$ cat config.mk
export PLATFORM = sky130hd
export DESIGN_NAME = best_fit_block_allocator
export DESIGN_NICKNAME = d
export VERILOG_FILES = /design/src/hw/rtl/bfa_pkg.sv /design/src/hw/rtl/bfa_cell.sv /design/src/hw/rtl/best_fit_block_allocator.sv
export VERILOG_INCLUDE_DIRS = /design/src /design/src/hw/rtl
export SDC_FILE = /design/constraint.sdc
export NUM_CORES = 2
export LEC_CHECK = 0
export ABC_AREA = 1
export ABC_CLOCK_PERIOD_IN_PS = 7100
export BUFFER_PORTS_ARGS = -buffer_cell sky130_fd_sc_hd__buf_2
export CORE_MARGIN = 3
export CORE_UTILIZATION = 55
export CTS_BUF_LIST = sky130_fd_sc_hd__clkbuf_4
export CTS_CLUSTER_DIAMETER = 150
export DETAILED_ROUTE_END_ITERATION = 10
export PLACE_DENSITY = 0.71
export SYNTH_ARGS = -nofsm -noshare
export SYNTH_HDL_FRONTEND = slang
export SYNTH_HIERARCHICAL = 1
export SYNTH_SLANG_ARGS = --single-unit
$ cat constraint.sdc
create_clock -name clk -period 7.1 [get_ports clk]
set_input_delay 0.71 -clock clk [delete_from_list [all_inputs] [get_ports clk]]
set_output_delay 0.71 -clock clk [all_outputs]
set_load 0.03 [all_outputs]
$ cat src/hw/rtl/best_fit_block_allocator_assert.svh
// Assertion macros for the best-fit block allocator.
// Included by the top level; expects signals clk and rst_n in scope.
`ifndef BEST_FIT_BLOCK_ALLOCATOR_ASSERT_SVH
`define BEST_FIT_BLOCK_ALLOCATOR_ASSERT_SVH
`ifndef NO_ASSERTIONS
// Property must hold at every rising clock edge outside reset.
`define BFA_ASSERT(lbl, prop, msg) \
    lbl: assert property (@(posedge clk) disable iff (!rst_n) prop) \
        else $error(msg);
// Condition must never be true outside reset.
`define BFA_ASSERT_NEVER(lbl, cond, msg) \
    lbl: assert property (@(posedge clk) disable iff (!rst_n) !(cond)) \
        else $error(msg);
`else
`define BFA_ASSERT(lbl, prop, msg)
`define BFA_ASSERT_NEVER(lbl, cond, msg)
`endif
`endif

$ cat src/hw/rtl/bfa_pkg.sv
// Package for the best-fit block allocator: sizes, codes and shared types.
// Used by bfa_cell and best_fit_block_allocator; depends on nothing.
package bfa_pkg;

    // Table geometry.
    localparam int MAX_ENTRIES = 16;
    localparam int SIZE_BITS   = 16;
    localparam int IDX_BITS    = $clog2(MAX_ENTRIES);
    localparam int CNT_BITS    = $clog2(MAX_ENTRIES + 1);

    // Fixed field widths of the stream items.
    localparam int OP_BITS     = 2;
    localparam int AMT_BITS    = 16;
    localparam int STATUS_BITS = 3;
    localparam int SLOT_BITS   = 4;
    localparam int LEFT_BITS   = 16;
    localparam int USED_BITS   = 5;
    localparam int IN_BITS     = 24;
    localparam int OUT_BITS    = 32;

    // Compare width that holds both a stored size and a request.
    localparam int CMP_BITS = (SIZE_BITS > AMT_BITS) ? SIZE_BITS : AMT_BITS;

    localparam logic [CNT_BITS-1:0] FULL_COUNT = CNT_BITS'(MAX_ENTRIES);

    // Operation codes.
    typedef enum logic [OP_BITS-1:0] {
        OP_CLEAR  = 2'd0,
        OP_APPEND = 2'd1,
        OP_ALLOC  = 2'd2
    } op_t;

    // Result status codes.
    typedef enum logic [STATUS_BITS-1:0] {
        STS_ALLOCATED  = 3'd0,
        STS_NO_FIT     = 3'd1,
        STS_APPENDED   = 3'd2,
        STS_TABLE_FULL = 3'd3,
        STS_CLEARED    = 3'd4
    } status_t;

    // Controller states.
    typedef enum logic [1:0] {
        FSM_IDLE,
        FSM_SEARCH,
        FSM_RESP
    } fsm_state_t;

    // Update command broadcast to every cell.
    typedef enum logic [1:0] {
        CMD_NONE,
        CMD_APPEND,
        CMD_ALLOC
    } cell_cmd_t;

    // Broadcast control bundle from the controller to the cell row.
    typedef struct packed {
        cell_cmd_t            cmd;
        logic [AMT_BITS-1:0]  amount;
        logic [IDX_BITS-1:0]  best;
        logic                 split;
        logic [SIZE_BITS-1:0] remaining;
        logic [CNT_BITS-1:0]  count;
    } cell_ctrl_t;

    // Running best-fit candidate handed from cell to cell.
    typedef struct packed {
        logic                 found;
        logic [SIZE_BITS-1:0] size;
        logic [IDX_BITS-1:0]  idx;
    } srch_t;

    // Input item layout on s_tdata.
    typedef struct packed {
        logic [IN_BITS-OP_BITS-AMT_BITS-1:0] pad;
        logic [AMT_BITS-1:0]                 amount;
        logic [OP_BITS-1:0]                  op;
    } in_item_t;

    // Result item layout on m_tdata.
    typedef struct packed {
        logic [OUT_BITS-STATUS_BITS-SLOT_BITS-LEFT_BITS-1-USED_BITS-1:0] pad;
        logic [USED_BITS-1:0]  used_entries;
        logic                  did_split;
        logic [LEFT_BITS-1:0]  leftover;
        logic [SLOT_BITS-1:0]  slot;
        status_t               status;
    } out_item_t;

endpackage

$ cat src/hw/rtl/bfa_cell.sv
// One table cell of the best-fit block allocator: an entry's size and free
// mark, plus one stage of the best-fit search chain. Depends on bfa_pkg.
module bfa_cell (
    input  logic                          clk,
    input  logic                          rst_n,
    input  logic [bfa_pkg::IDX_BITS-1:0]  cell_idx,
    input  bfa_pkg::cell_ctrl_t           ctrl,
    input  logic [bfa_pkg::SIZE_BITS-1:0] left_size,
    input  logic                          left_free,
    input  bfa_pkg::srch_t                left_srch,
    output logic [bfa_pkg::SIZE_BITS-1:0] size,
    output logic                          free,
    output bfa_pkg::srch_t                srch
);

    logic [bfa_pkg::SIZE_BITS-1:0] size_reg;
    logic [bfa_pkg::SIZE_BITS-1:0] size_next;
    logic                          free_reg;
    logic                          free_next;
    bfa_pkg::srch_t                srch_reg;
    bfa_pkg::srch_t                srch_next;
    logic                          active;
    logic                          cand;
    logic [bfa_pkg::IDX_BITS:0]    idx_ext;
    logic [bfa_pkg::IDX_BITS:0]    best_after;

    // Search stage: take over the candidate if this entry fits more tightly.
    // A strict compare keeps the lower index on a tie.
    always_comb
    begin
        active = bfa_pkg::CNT_BITS'(cell_idx) < ctrl.count;
        cand   = active && free_reg &&
                 (bfa_pkg::CMP_BITS'(size_reg) >= bfa_pkg::CMP_BITS'(ctrl.amount));
        if (cand && (!left_srch.found || (size_reg < left_srch.size)))
        begin
            srch_next.found = 1'b1;
            srch_next.size  = size_reg;
            srch_next.idx   = cell_idx;
        end
        else
        begin
            srch_next = left_srch;
        end
    end

    // Entry update for append, allocate and the shift that opens a split slot.
    always_comb
    begin
        idx_ext    = {1'b0, cell_idx};
        best_after = {1'b0, ctrl.best} + 1'b1;
        size_next  = size_reg;
        free_next  = free_reg;
        case (ctrl.cmd)
            bfa_pkg::CMD_APPEND:
            begin
                if (cell_idx == bfa_pkg::IDX_BITS'(ctrl.count))
                begin
                    size_next = bfa_pkg::SIZE_BITS'(ctrl.amount);
                    free_next = 1'b1;
                end
            end
            bfa_pkg::CMD_ALLOC:
            begin
                if (cell_idx == ctrl.best)
                begin
                    free_next = 1'b0;
                    if (ctrl.split)
                    begin
                        size_next = bfa_pkg::SIZE_BITS'(ctrl.amount);
                    end
                end
                else if (ctrl.split && (idx_ext == best_after))
                begin
                    size_next = ctrl.remaining;
                    free_next = 1'b1;
                end
                else if (ctrl.split && (idx_ext > best_after))
                begin
                    size_next = left_size;
                    free_next = left_free;
                end
            end
            default:
            begin
            end
        endcase
    end

    // Entry storage holds no reset value; only written entries are read.
    always_ff @(posedge clk)
    begin
        size_reg <= size_next;
        free_reg <= free_next;
    end

    // Search candidate register.
    always_ff @(posedge clk or negedge rst_n)
    begin
        if (!rst_n)
        begin
            srch_reg <= '0;
        end
        else
        begin
            srch_reg <= srch_next;
        end
    end

    assign size = size_reg;
    assign free = free_reg;
    assign srch = srch_reg;

endmodule

$ cat src/hw/rtl/best_fit_block_allocator.sv
// Best-fit block allocator: a row of table cells and the controller that
// sequences search and update. Depends on bfa_pkg, bfa_cell and the assert header.
//
// Usage: one item enters on the s_ stream (op and amount) and exactly one
// result leaves on the m_ stream (status, slot, leftover, did_split and
// used_entries). Items are taken one at a time.
// Sequence: a clear, an append or an unused op code moves from idle to the
// response state, which registers its result once the output register is
// free. An allocation first passes through the search state, in which the
// best-fit candidate walks the cell row one cell per clock; the response
// state then applies the update with any shift of the entries behind the
// winner and registers the result. The next item is taken in the cycle
// after the result is registered.
// Reset clears the entry count, the controller and the output valid flag; the
// table contents are left as they are and are never read before written.
// A stalled receiver holds the result in the output register; the block may
// take one further item meanwhile but holds its result until the output
// register is free.
`include "best_fit_block_allocator_assert.svh"

module best_fit_block_allocator (
    input  logic                         clk,
    input  logic                         rst_n,
    input  logic                         s_tvalid,
    output logic                         s_tready,
    // Fields from bit 0 up: op[1:0], amount[17:2], zero pad[23:18].
    input  logic [bfa_pkg::IN_BITS-1:0]  s_tdata,
    output logic                         m_tvalid,
    input  logic                         m_tready,
    // Fields from bit 0 up: status[2:0], slot[6:3], leftover[22:7],
    // did_split[23], used_entries[28:24], zero pad[31:29].
    output logic [bfa_pkg::OUT_BITS-1:0] m_tdata
);

    localparam int N = bfa_pkg::MAX_ENTRIES;

    bfa_pkg::fsm_state_t            state_reg;
    bfa_pkg::fsm_state_t            state_next;
    logic [bfa_pkg::IDX_BITS-1:0]   cnt_reg;
    logic [bfa_pkg::IDX_BITS-1:0]   cnt_next;
    logic [bfa_pkg::OP_BITS-1:0]    op_reg;
    logic [bfa_pkg::OP_BITS-1:0]    op_next;
    logic [bfa_pkg::AMT_BITS-1:0]   amount_reg;
    logic [bfa_pkg::AMT_BITS-1:0]   amount_next;
    logic [bfa_pkg::CNT_BITS-1:0]   count_reg;
    logic [bfa_pkg::CNT_BITS-1:0]   count_next;
    logic                           out_valid_reg;
    logic                           out_valid_next;
    bfa_pkg::out_item_t             res_reg;
    bfa_pkg::out_item_t             res_next;

    bfa_pkg::in_item_t              in_item;
    bfa_pkg::cell_ctrl_t            ctrl;
    bfa_pkg::srch_t                 best;
    logic                           out_free;
    logic [bfa_pkg::CMP_BITS-1:0]   diff;
    logic [bfa_pkg::SIZE_BITS-1:0]  remaining;
    logic                           split;

    logic [bfa_pkg::SIZE_BITS-1:0]  size_w [N];
    logic                           free_w [N];
    bfa_pkg::srch_t                 srch_w [N];

    assign in_item = s_tdata;

    // Row of cells; each hands its entry and search candidate to the next.
    for (genvar g = 0; g < N; g++)
    begin : g_cell
        if (g == 0)
        begin : g_first
            bfa_cell u_cell (
                .clk       (clk),
                .rst_n     (rst_n),
                .cell_idx  (bfa_pkg::IDX_BITS'(g)),
                .ctrl      (ctrl),
                .left_size ('0),
                .left_free (1'b0),
                .left_srch ('0),
                .size      (size_w[g]),
                .free      (free_w[g]),
                .srch      (srch_w[g])
            );
        end
        else
        begin : g_rest
            bfa_cell u_cell (
                .clk       (clk),
                .rst_n     (rst_n),
                .cell_idx  (bfa_pkg::IDX_BITS'(g)),
                .ctrl      (ctrl),
                .left_size (size_w[g-1]),
                .left_free (free_w[g-1]),
                .left_srch (srch_w[g-1]),
                .size      (size_w[g]),
                .free      (free_w[g]),
                .srch      (srch_w[g])
            );
        end
    end

    // The last cell holds the winner once the search has run the full row.
    assign best = srch_w[N-1];

    // Remainder of the winning entry and whether it splits.
    always_comb
    begin
        diff      = bfa_pkg::CMP_BITS'(best.size) - bfa_pkg::CMP_BITS'(amount_reg);
        remaining = bfa_pkg::SIZE_BITS'(diff);
        split     = (remaining != '0) && (count_reg < bfa_pkg::FULL_COUNT);
    end

    // Next state, cell commands and result formation.
    always_comb
    begin
        out_free       = !out_valid_reg || m_tready;
        state_next     = state_reg;
        cnt_next       = cnt_reg;
        op_next        = op_reg;
        amount_next    = amount_reg;
        count_next     = count_reg;
        out_valid_next = out_valid_reg && !m_tready;
        res_next       = res_reg;
        s_tready       = 1'b0;

        ctrl.cmd       = bfa_pkg::CMD_NONE;
        ctrl.amount    = amount_reg;
        ctrl.best      = best.idx;
        ctrl.split     = split;
        ctrl.remaining = remaining;
        ctrl.count     = count_reg;

        case (state_reg)
            bfa_pkg::FSM_IDLE:
            begin
                s_tready = 1'b1;
                if (s_tvalid)
                begin
                    op_next     = in_item.op;
                    amount_next = in_item.amount;
                    cnt_next    = '0;
                    if (in_item.op == bfa_pkg::OP_ALLOC)
                    begin
                        state_next = bfa_pkg::FSM_SEARCH;
                    end
                    else
                    begin
                        state_next = bfa_pkg::FSM_RESP;
                    end
                end
            end
            bfa_pkg::FSM_SEARCH:
            begin
                if (cnt_reg == bfa_pkg::IDX_BITS'(N - 1))
                begin
                    state_next = bfa_pkg::FSM_RESP;
                end
                else
                begin
                    cnt_next = cnt_reg + 1'b1;
                end
            end
            bfa_pkg::FSM_RESP:
            begin
                if (out_free)
                begin
                    res_next           = '0;
                    res_next.status    = bfa_pkg::STS_NO_FIT;
                    case (op_reg)
                        bfa_pkg::OP_CLEAR:
                        begin
                            count_next      = '0;
                            res_next.status = bfa_pkg::STS_CLEARED;
                        end
                        bfa_pkg::OP_APPEND:
                        begin
                            if (count_reg >= bfa_pkg::FULL_COUNT)
                            begin
                                res_next.status = bfa_pkg::STS_TABLE_FULL;
                            end
                            else
                            begin
                                ctrl.cmd        = bfa_pkg::CMD_APPEND;
                                count_next      = count_reg + 1'b1;
                                res_next.status = bfa_pkg::STS_APPENDED;
                                res_next.slot   = bfa_pkg::SLOT_BITS'(count_reg);
                            end
                        end
                        bfa_pkg::OP_ALLOC:
                        begin
                            if (best.found)
                            begin
                                ctrl.cmd        = bfa_pkg::CMD_ALLOC;
                                res_next.status = bfa_pkg::STS_ALLOCATED;
                                res_next.slot   = bfa_pkg::SLOT_BITS'(best.idx);
                                if (split)
                                begin
                                    count_next         = count_reg + 1'b1;
                                    res_next.leftover  =
                                        bfa_pkg::LEFT_BITS'(remaining);
                                    res_next.did_split = 1'b1;
                                end
                            end
                        end
                        default:
                        begin
                        end
                    endcase
                    res_next.used_entries = bfa_pkg::USED_BITS'(count_next);
                    out_valid_next        = 1'b1;
                    state_next            = bfa_pkg::FSM_IDLE;
                end
            end
            default:
            begin
                state_next = bfa_pkg::FSM_IDLE;
            end
        endcase
    end

    // Control registers.
    always_ff @(posedge clk or negedge rst_n)
    begin
        if (!rst_n)
        begin
            state_reg     <= bfa_pkg::FSM_IDLE;
            cnt_reg       <= '0;
            count_reg     <= '0;
            out_valid_reg <= 1'b0;
        end
        else
        begin
            state_reg     <= state_next;
            cnt_reg       <= cnt_next;
            count_reg     <= count_next;
            out_valid_reg <= out_valid_next;
        end
    end

    // Payload registers.
    always_ff @(posedge clk)
    begin
        op_reg     <= op_next;
        amount_reg <= amount_next;
        res_reg    <= res_next;
    end

    assign m_tvalid = out_valid_reg;
    assign m_tdata  = res_reg;

    // Checks on the controller and the entry count.
    `BFA_ASSERT_NEVER(a_count_range, count_reg > bfa_pkg::FULL_COUNT, "entry count above table size")
    `BFA_ASSERT(a_count_step, (count_reg != $past(count_reg)) |-> ((count_reg == $past(count_reg) + 1'b1) || (count_reg == '0)), "entry count moved by more than one")
    `BFA_ASSERT(a_count_in_resp, (count_reg != $past(count_reg)) |-> $past(state_reg == bfa_pkg::FSM_RESP), "entry count changed outside the update step")
    `BFA_ASSERT(a_result_from_resp, $rose(m_tvalid) |-> $past(state_reg == bfa_pkg::FSM_RESP), "result shown without an update step")

endmodule

; Yosys cells after proc, flatten, opt, wreduce, memory -nomap -nowiden
; Index checks and enable logic that the tools add are counted.
[op_classes]
addsub = 4
order_cmp = 65
eq_ne = 105
muxes = 203
n_reduce_logical = 160
[ops]
columns = operator, count
row1 = $mux 16, 65
row2 = $pmux 16 s2, 16
row3 = $mux 21, 16
row4 = $ge 16x16->1, 16
row5 = $lt 16x16->1, 15
row6 = $logic_and 1x1->1, 81
row7 = $mux 1, 69
row8 = $eq 4x4->1 const A, 16
row9 = $ne 4x1->1 const B, 16
row10 = $reduce_and 4->1, 16
row11 = $reduce_and 3->1, 19
row12 = $ne 3x3->1 const B, 16
row13 = $eq 4x5->1 const A, 8
row14 = $gt 4x5->1 const A, 8
row15 = $lt 4x5->1 const A, 8
row16 = $eq 3x4->1 const A, 8
row17 = $ne 2x1->1 const B, 16
row18 = $pmux 1 s2, 16
row19 = $eq 3x5->1 const A, 4
row20 = $gt 3x5->1 const A, 4
row21 = $lt 3x5->1 const A, 4
row22 = $logic_not 1->1, 17
row23 = $mux 17, 1
row24 = $eq 2x4->1 const A, 4
row25 = other kinds (33), 78
[totals]
reg_bits = 667
in_bits = 28
output_inout_bits = 34
wordCells = 628

; Logic depth before layout (Yosys ltp)
[depth]
ltp_word = 8
depth_mapped = 22
depth_no_buf = 21

; Cells and area by module
; Netlist, hierarchy kept.
[by_module_without_submodules]
columns = mod, n_inst, cells_each, area_each_um2, seq_area_each_um2
row1 = bfa_cell, 16, 362, 2860.2, 1036.0
row2 = best_fit_block_allocator, 1, 462, 3773.6, 1711.6

; Least setup slack after synthesis
; No wires, ideal clock.
[synth_timing]
path_kind = input-to-reg
from = input port m_tready
to = register g_cell[0].g_first.u_cell.size_reg, in the netlist g_cell[0].g_first.u_cell/size[0], enable pin
arrival_ns = 4.913
required_time_ns = 6.712
slack_ns = 1.798
path_stages = 10
path_buffers = 0
cell_sequence = nor2_1 nor2_1 inv_1 nor2_1 nor2_1 nand2_1 inv_2 nand3_1 nand2_1 nor2_1
[synth_lines]
columns = item, line
row1 = from (decl), best_fit_block_allocator.sv:29  ; input logic m_tready,
row2 = to (signal assigned), bfa_cell.sv:92  ; size_reg <= size_next;
row3 = to (decl), bfa_cell.sv:16  ; logic [bfa_pkg::SIZE_BITS-1:0] size_reg;

==> results.json <==
{
  "path_class": "reg -> reg",
  "initial_core_util_pct": 55.80,
  "yosysSeqAreaShare_pct": 36.92,
  "drc_errors": 0,
  "grt_pass1_wl_mm": 220.0,
  "hold_ws_ns": 0.2199,
  "final_cell_mix": "1438 x nand2_1, 983 x inv_1, 663 x ha_1",
  "clk_path_buf_depth": 3,
  "final_common_cell": "nand2_1",
  "grt.overflow.total": 0,
  "fin_crit_sh_pct": 76.09,
  "grtUsageTotal_pct": 29.76,
  "slew_headroom_pct": 34.03,
  "arrival_ns": 6.11,
  "syn_to_final_growth_pct": 9.148,
  "die_x_um": 306.1,
  "placed_area_mm2": 0.05135,
  "grt_max_degree": 148,
  "worst_pin_slew_ns": 0.9895,
  "setup_violations": 0,
  "hold_viol": 0,
  "crit_family": "buffers and inverters",
  "ios": 62,
  "status": "finished, final reports clean",
  "synth_area_leader_cell": "edfxtp_1",
  "coreArea_mm2": 0.08878,
  "ir_drop_mv": 0.3861,
  "path_max_fanout": 20,
  "dp.cells": 7631,
  "fin_area_mm2": 0.05407,
  "min_period_ns": 5.402,
  "numCtsBuffers": 186,
  "dr.pass1.iters": 6,
  "crit_path_frequent_cell": "nand2_1",
  "antenna_found_initial": 5,
  "p_leak_nw": 28.06,
  "grt_pass1_vias": 41400,
  "rsz0062_at_grt": "false",
  "cp_slowest_stage_delay_ns": 0.47,
  "tritoncts": "yes",
  "post_cts_buffers": 0,
  "num_vias": 43480,
  "setup_tns_ns": 0,
  "die-height_um": 306.1,
  "via_per_inst": 5.430,
  "cts.sinks": 667,
  "largest_register_ffs": 315,
  "slowest_stage": "buf_4",
  "syn-cell-area_mm2": 0.04954,
  "fin_util_pct": 60.90,
  "avgSynthCellArea_um2": 7.921,
  "synth_area_leaders": "edfxtp_1 19%, dfrtp_1 18%, ha_1 17%",
  "cts_max_level": 4,
  "start_kind": "register",
  "cts.clk_slew.worst_paths_ns": 0.07,
  "finalMaxSlewViolations": 0,
  "clock.fmax_mhz": 185.1,
  "ys.flop_type": "dfrtp_1",
  "finClkSkew_ns": 0.09789,
  "synthDominantCellAreaShare_pct": 19.34,
  "layoutNonFillerInstCount": 8008,
  "final_layout_size_suffix_gt1_share_pct": 8.804,
  "root_buffer": "clkbuf_4",
  "critPathBufInv": 8,
  "nNetsFinal": 7367,
  "wl_per_cell_um": 17.50,
  "hp-class": "in -> async",
  "num_rows": 109,
  "die-area_mm2": 0.09371,
  "ys_ff_latch": 667,
  "synth_cell_types": 47,
  "cp.required_ns": 7.81,
  "hpwl_mm": 96.92,
  "end_kind": "register",
  "clock_latency_ns": 1.12,
  "path_cells": "buf_4, inv_1, ha_1, nand2_1, nor2_1, nand2_1, nand2_1, nand2_1, nand2_1, buf_4, nor2_1, nand3_1, nor2_2, nand3_4, nand2_4, inv_2, buf_4, inv_1, nor2_4, inv_2, nand3_1, nand2_1, nor2_1, buf_4",
  "drt_first_iter_violations": 3840,
  "drtAntennaViolNets": 0,
  "place.port_buffers": 52,
  "synthCells": 6254,
  "synth-edff-count": 319,
  "p_per_area_mw_per_mm2": 406.3,
  "place.gp.congestion": 0.8799,
  "maxCapViolCount": 0,
  "drt-total-wl_mm": 140.1,
  "yosysWarnings": 6,
  "synth-async-reset-ratio_pct": 52.17
}
-- final cells by class --
class | count | area [µm²]
clock buffer | 284 | 2132
fill | 8000 | 34710
sequential | 667 | 18290
multi-input combinational | 4631 | 26870
antenna | 5 | 12.51
clock inverter | 67 | 364.1
inverter | 1051 | 3948
timing repair buffer | 138 | 993.5
tap | 1165 | 1458
-- what timing repair did --
item,in CTS,in global routing
hold endpoints to repair,101,0
hold buffers,21,0
resized for setup,0,0
-- power by group --
group / switching (mW) / internal, mW / total, mW
clock: 1.75 / 1.94 / 3.69
sequential: 1.04 / 5.55 / 6.59
combinational: 8.16 / 3.53 / 11.7
-- path summary, 6_finish.rpt --
| check | start | endpoint | slack (ns) | cells past startpoint |
|---|---|---|---|---|
| max | amount_reg[4] | g_cell[8].g_rest.u_cell/size[12] | 1.70 | 24 |
| min | rst_n | g_cell[10].g_rest.u_cell/srch[11] | 0.22 | 2 |
| max reg2reg | amount_reg[4] | g_cell[8].g_rest.u_cell/size[12] | 1.70 | 24 |
| min reg2reg | g_cell[0].g_first.u_cell/srch[0] | g_cell[1].g_rest.u_cell/srch[0] | 0.39 | 2 |
| max in group asynchronous | rst_n | g_cell[1].g_rest.u_cell/srch[11] | 5.45 | 3 |
| min in group clk | s_tdata[10] | amount_reg[8] | 0.36 | 2 |
-- cells in the mapped netlist (all sizes together), types with 20 or more instances --
| cell type | count |
|---|---|
| edfxtp | 319 |
| clkinv | 32 |
| nor2 | 508 |
| clkbuf | 20 |
| o21ai | 326 |
| a21o | 34 |
| nand4 | 43 |
| o22ai | 244 |
| or2 | 32 |
| xor2 | 35 |
| nand2 | 1489 |
| nor3 | 50 |
| a21oi | 289 |
| a31oi | 32 |
| dfrtp | 348 |
| inv | 1019 |
| nand3 | 507 |
| buf | 165 |
| ha | 663 |
-- logic make-up after synthesis --
logic type | after synthesis | synth area share [%]
other cells | 2 | 0.01516
xor+xnor | 54 | 0.9547
flops | 667 | 36.92
compound gates | 966 | 11.27
buf+inv | 1236 | 11.00
mux | 1 | 0.02021
fa+ha+maj | 664 | 16.79
simple gates | 2664 | 23.04
-- worst reg2reg max path, delay by kind of cell, from the launching register on --
kind,cells,cell delay (ns)
buffers and inverters,8,2.42
AND/OR/NAND/NOR,15,1.89
adder cells (fa/ha/maj),1,0.38
flip-flops,1,0.34
-- per-layer routing --
metal | global-route usage, % | vias to the layer above | wire, µm
met2 | 49.55 | 1497 | 65750
met3 | 6.555 | 417 | 11170
met1 | 36.79 | 20220 | 56410
met4 | 14.42 | 2 | 6779
li1 | - | 21340 | -
met5 | 0 | - | 13
-- stage by stage --
stage | worst slack (ns) | total power, mW
2_1_floorplan | 1.798 | 14.50
3_3_place_gp | 1.947 | 17.69
3_5_place_dp | 1.873 | 18.09
4_1_cts | 1.803 | 21.88
5_1_grt | 1.344 | 23.78
6_report | 1.698 | 21.97
Note: power is estimated with default switching activity, not from simulation.
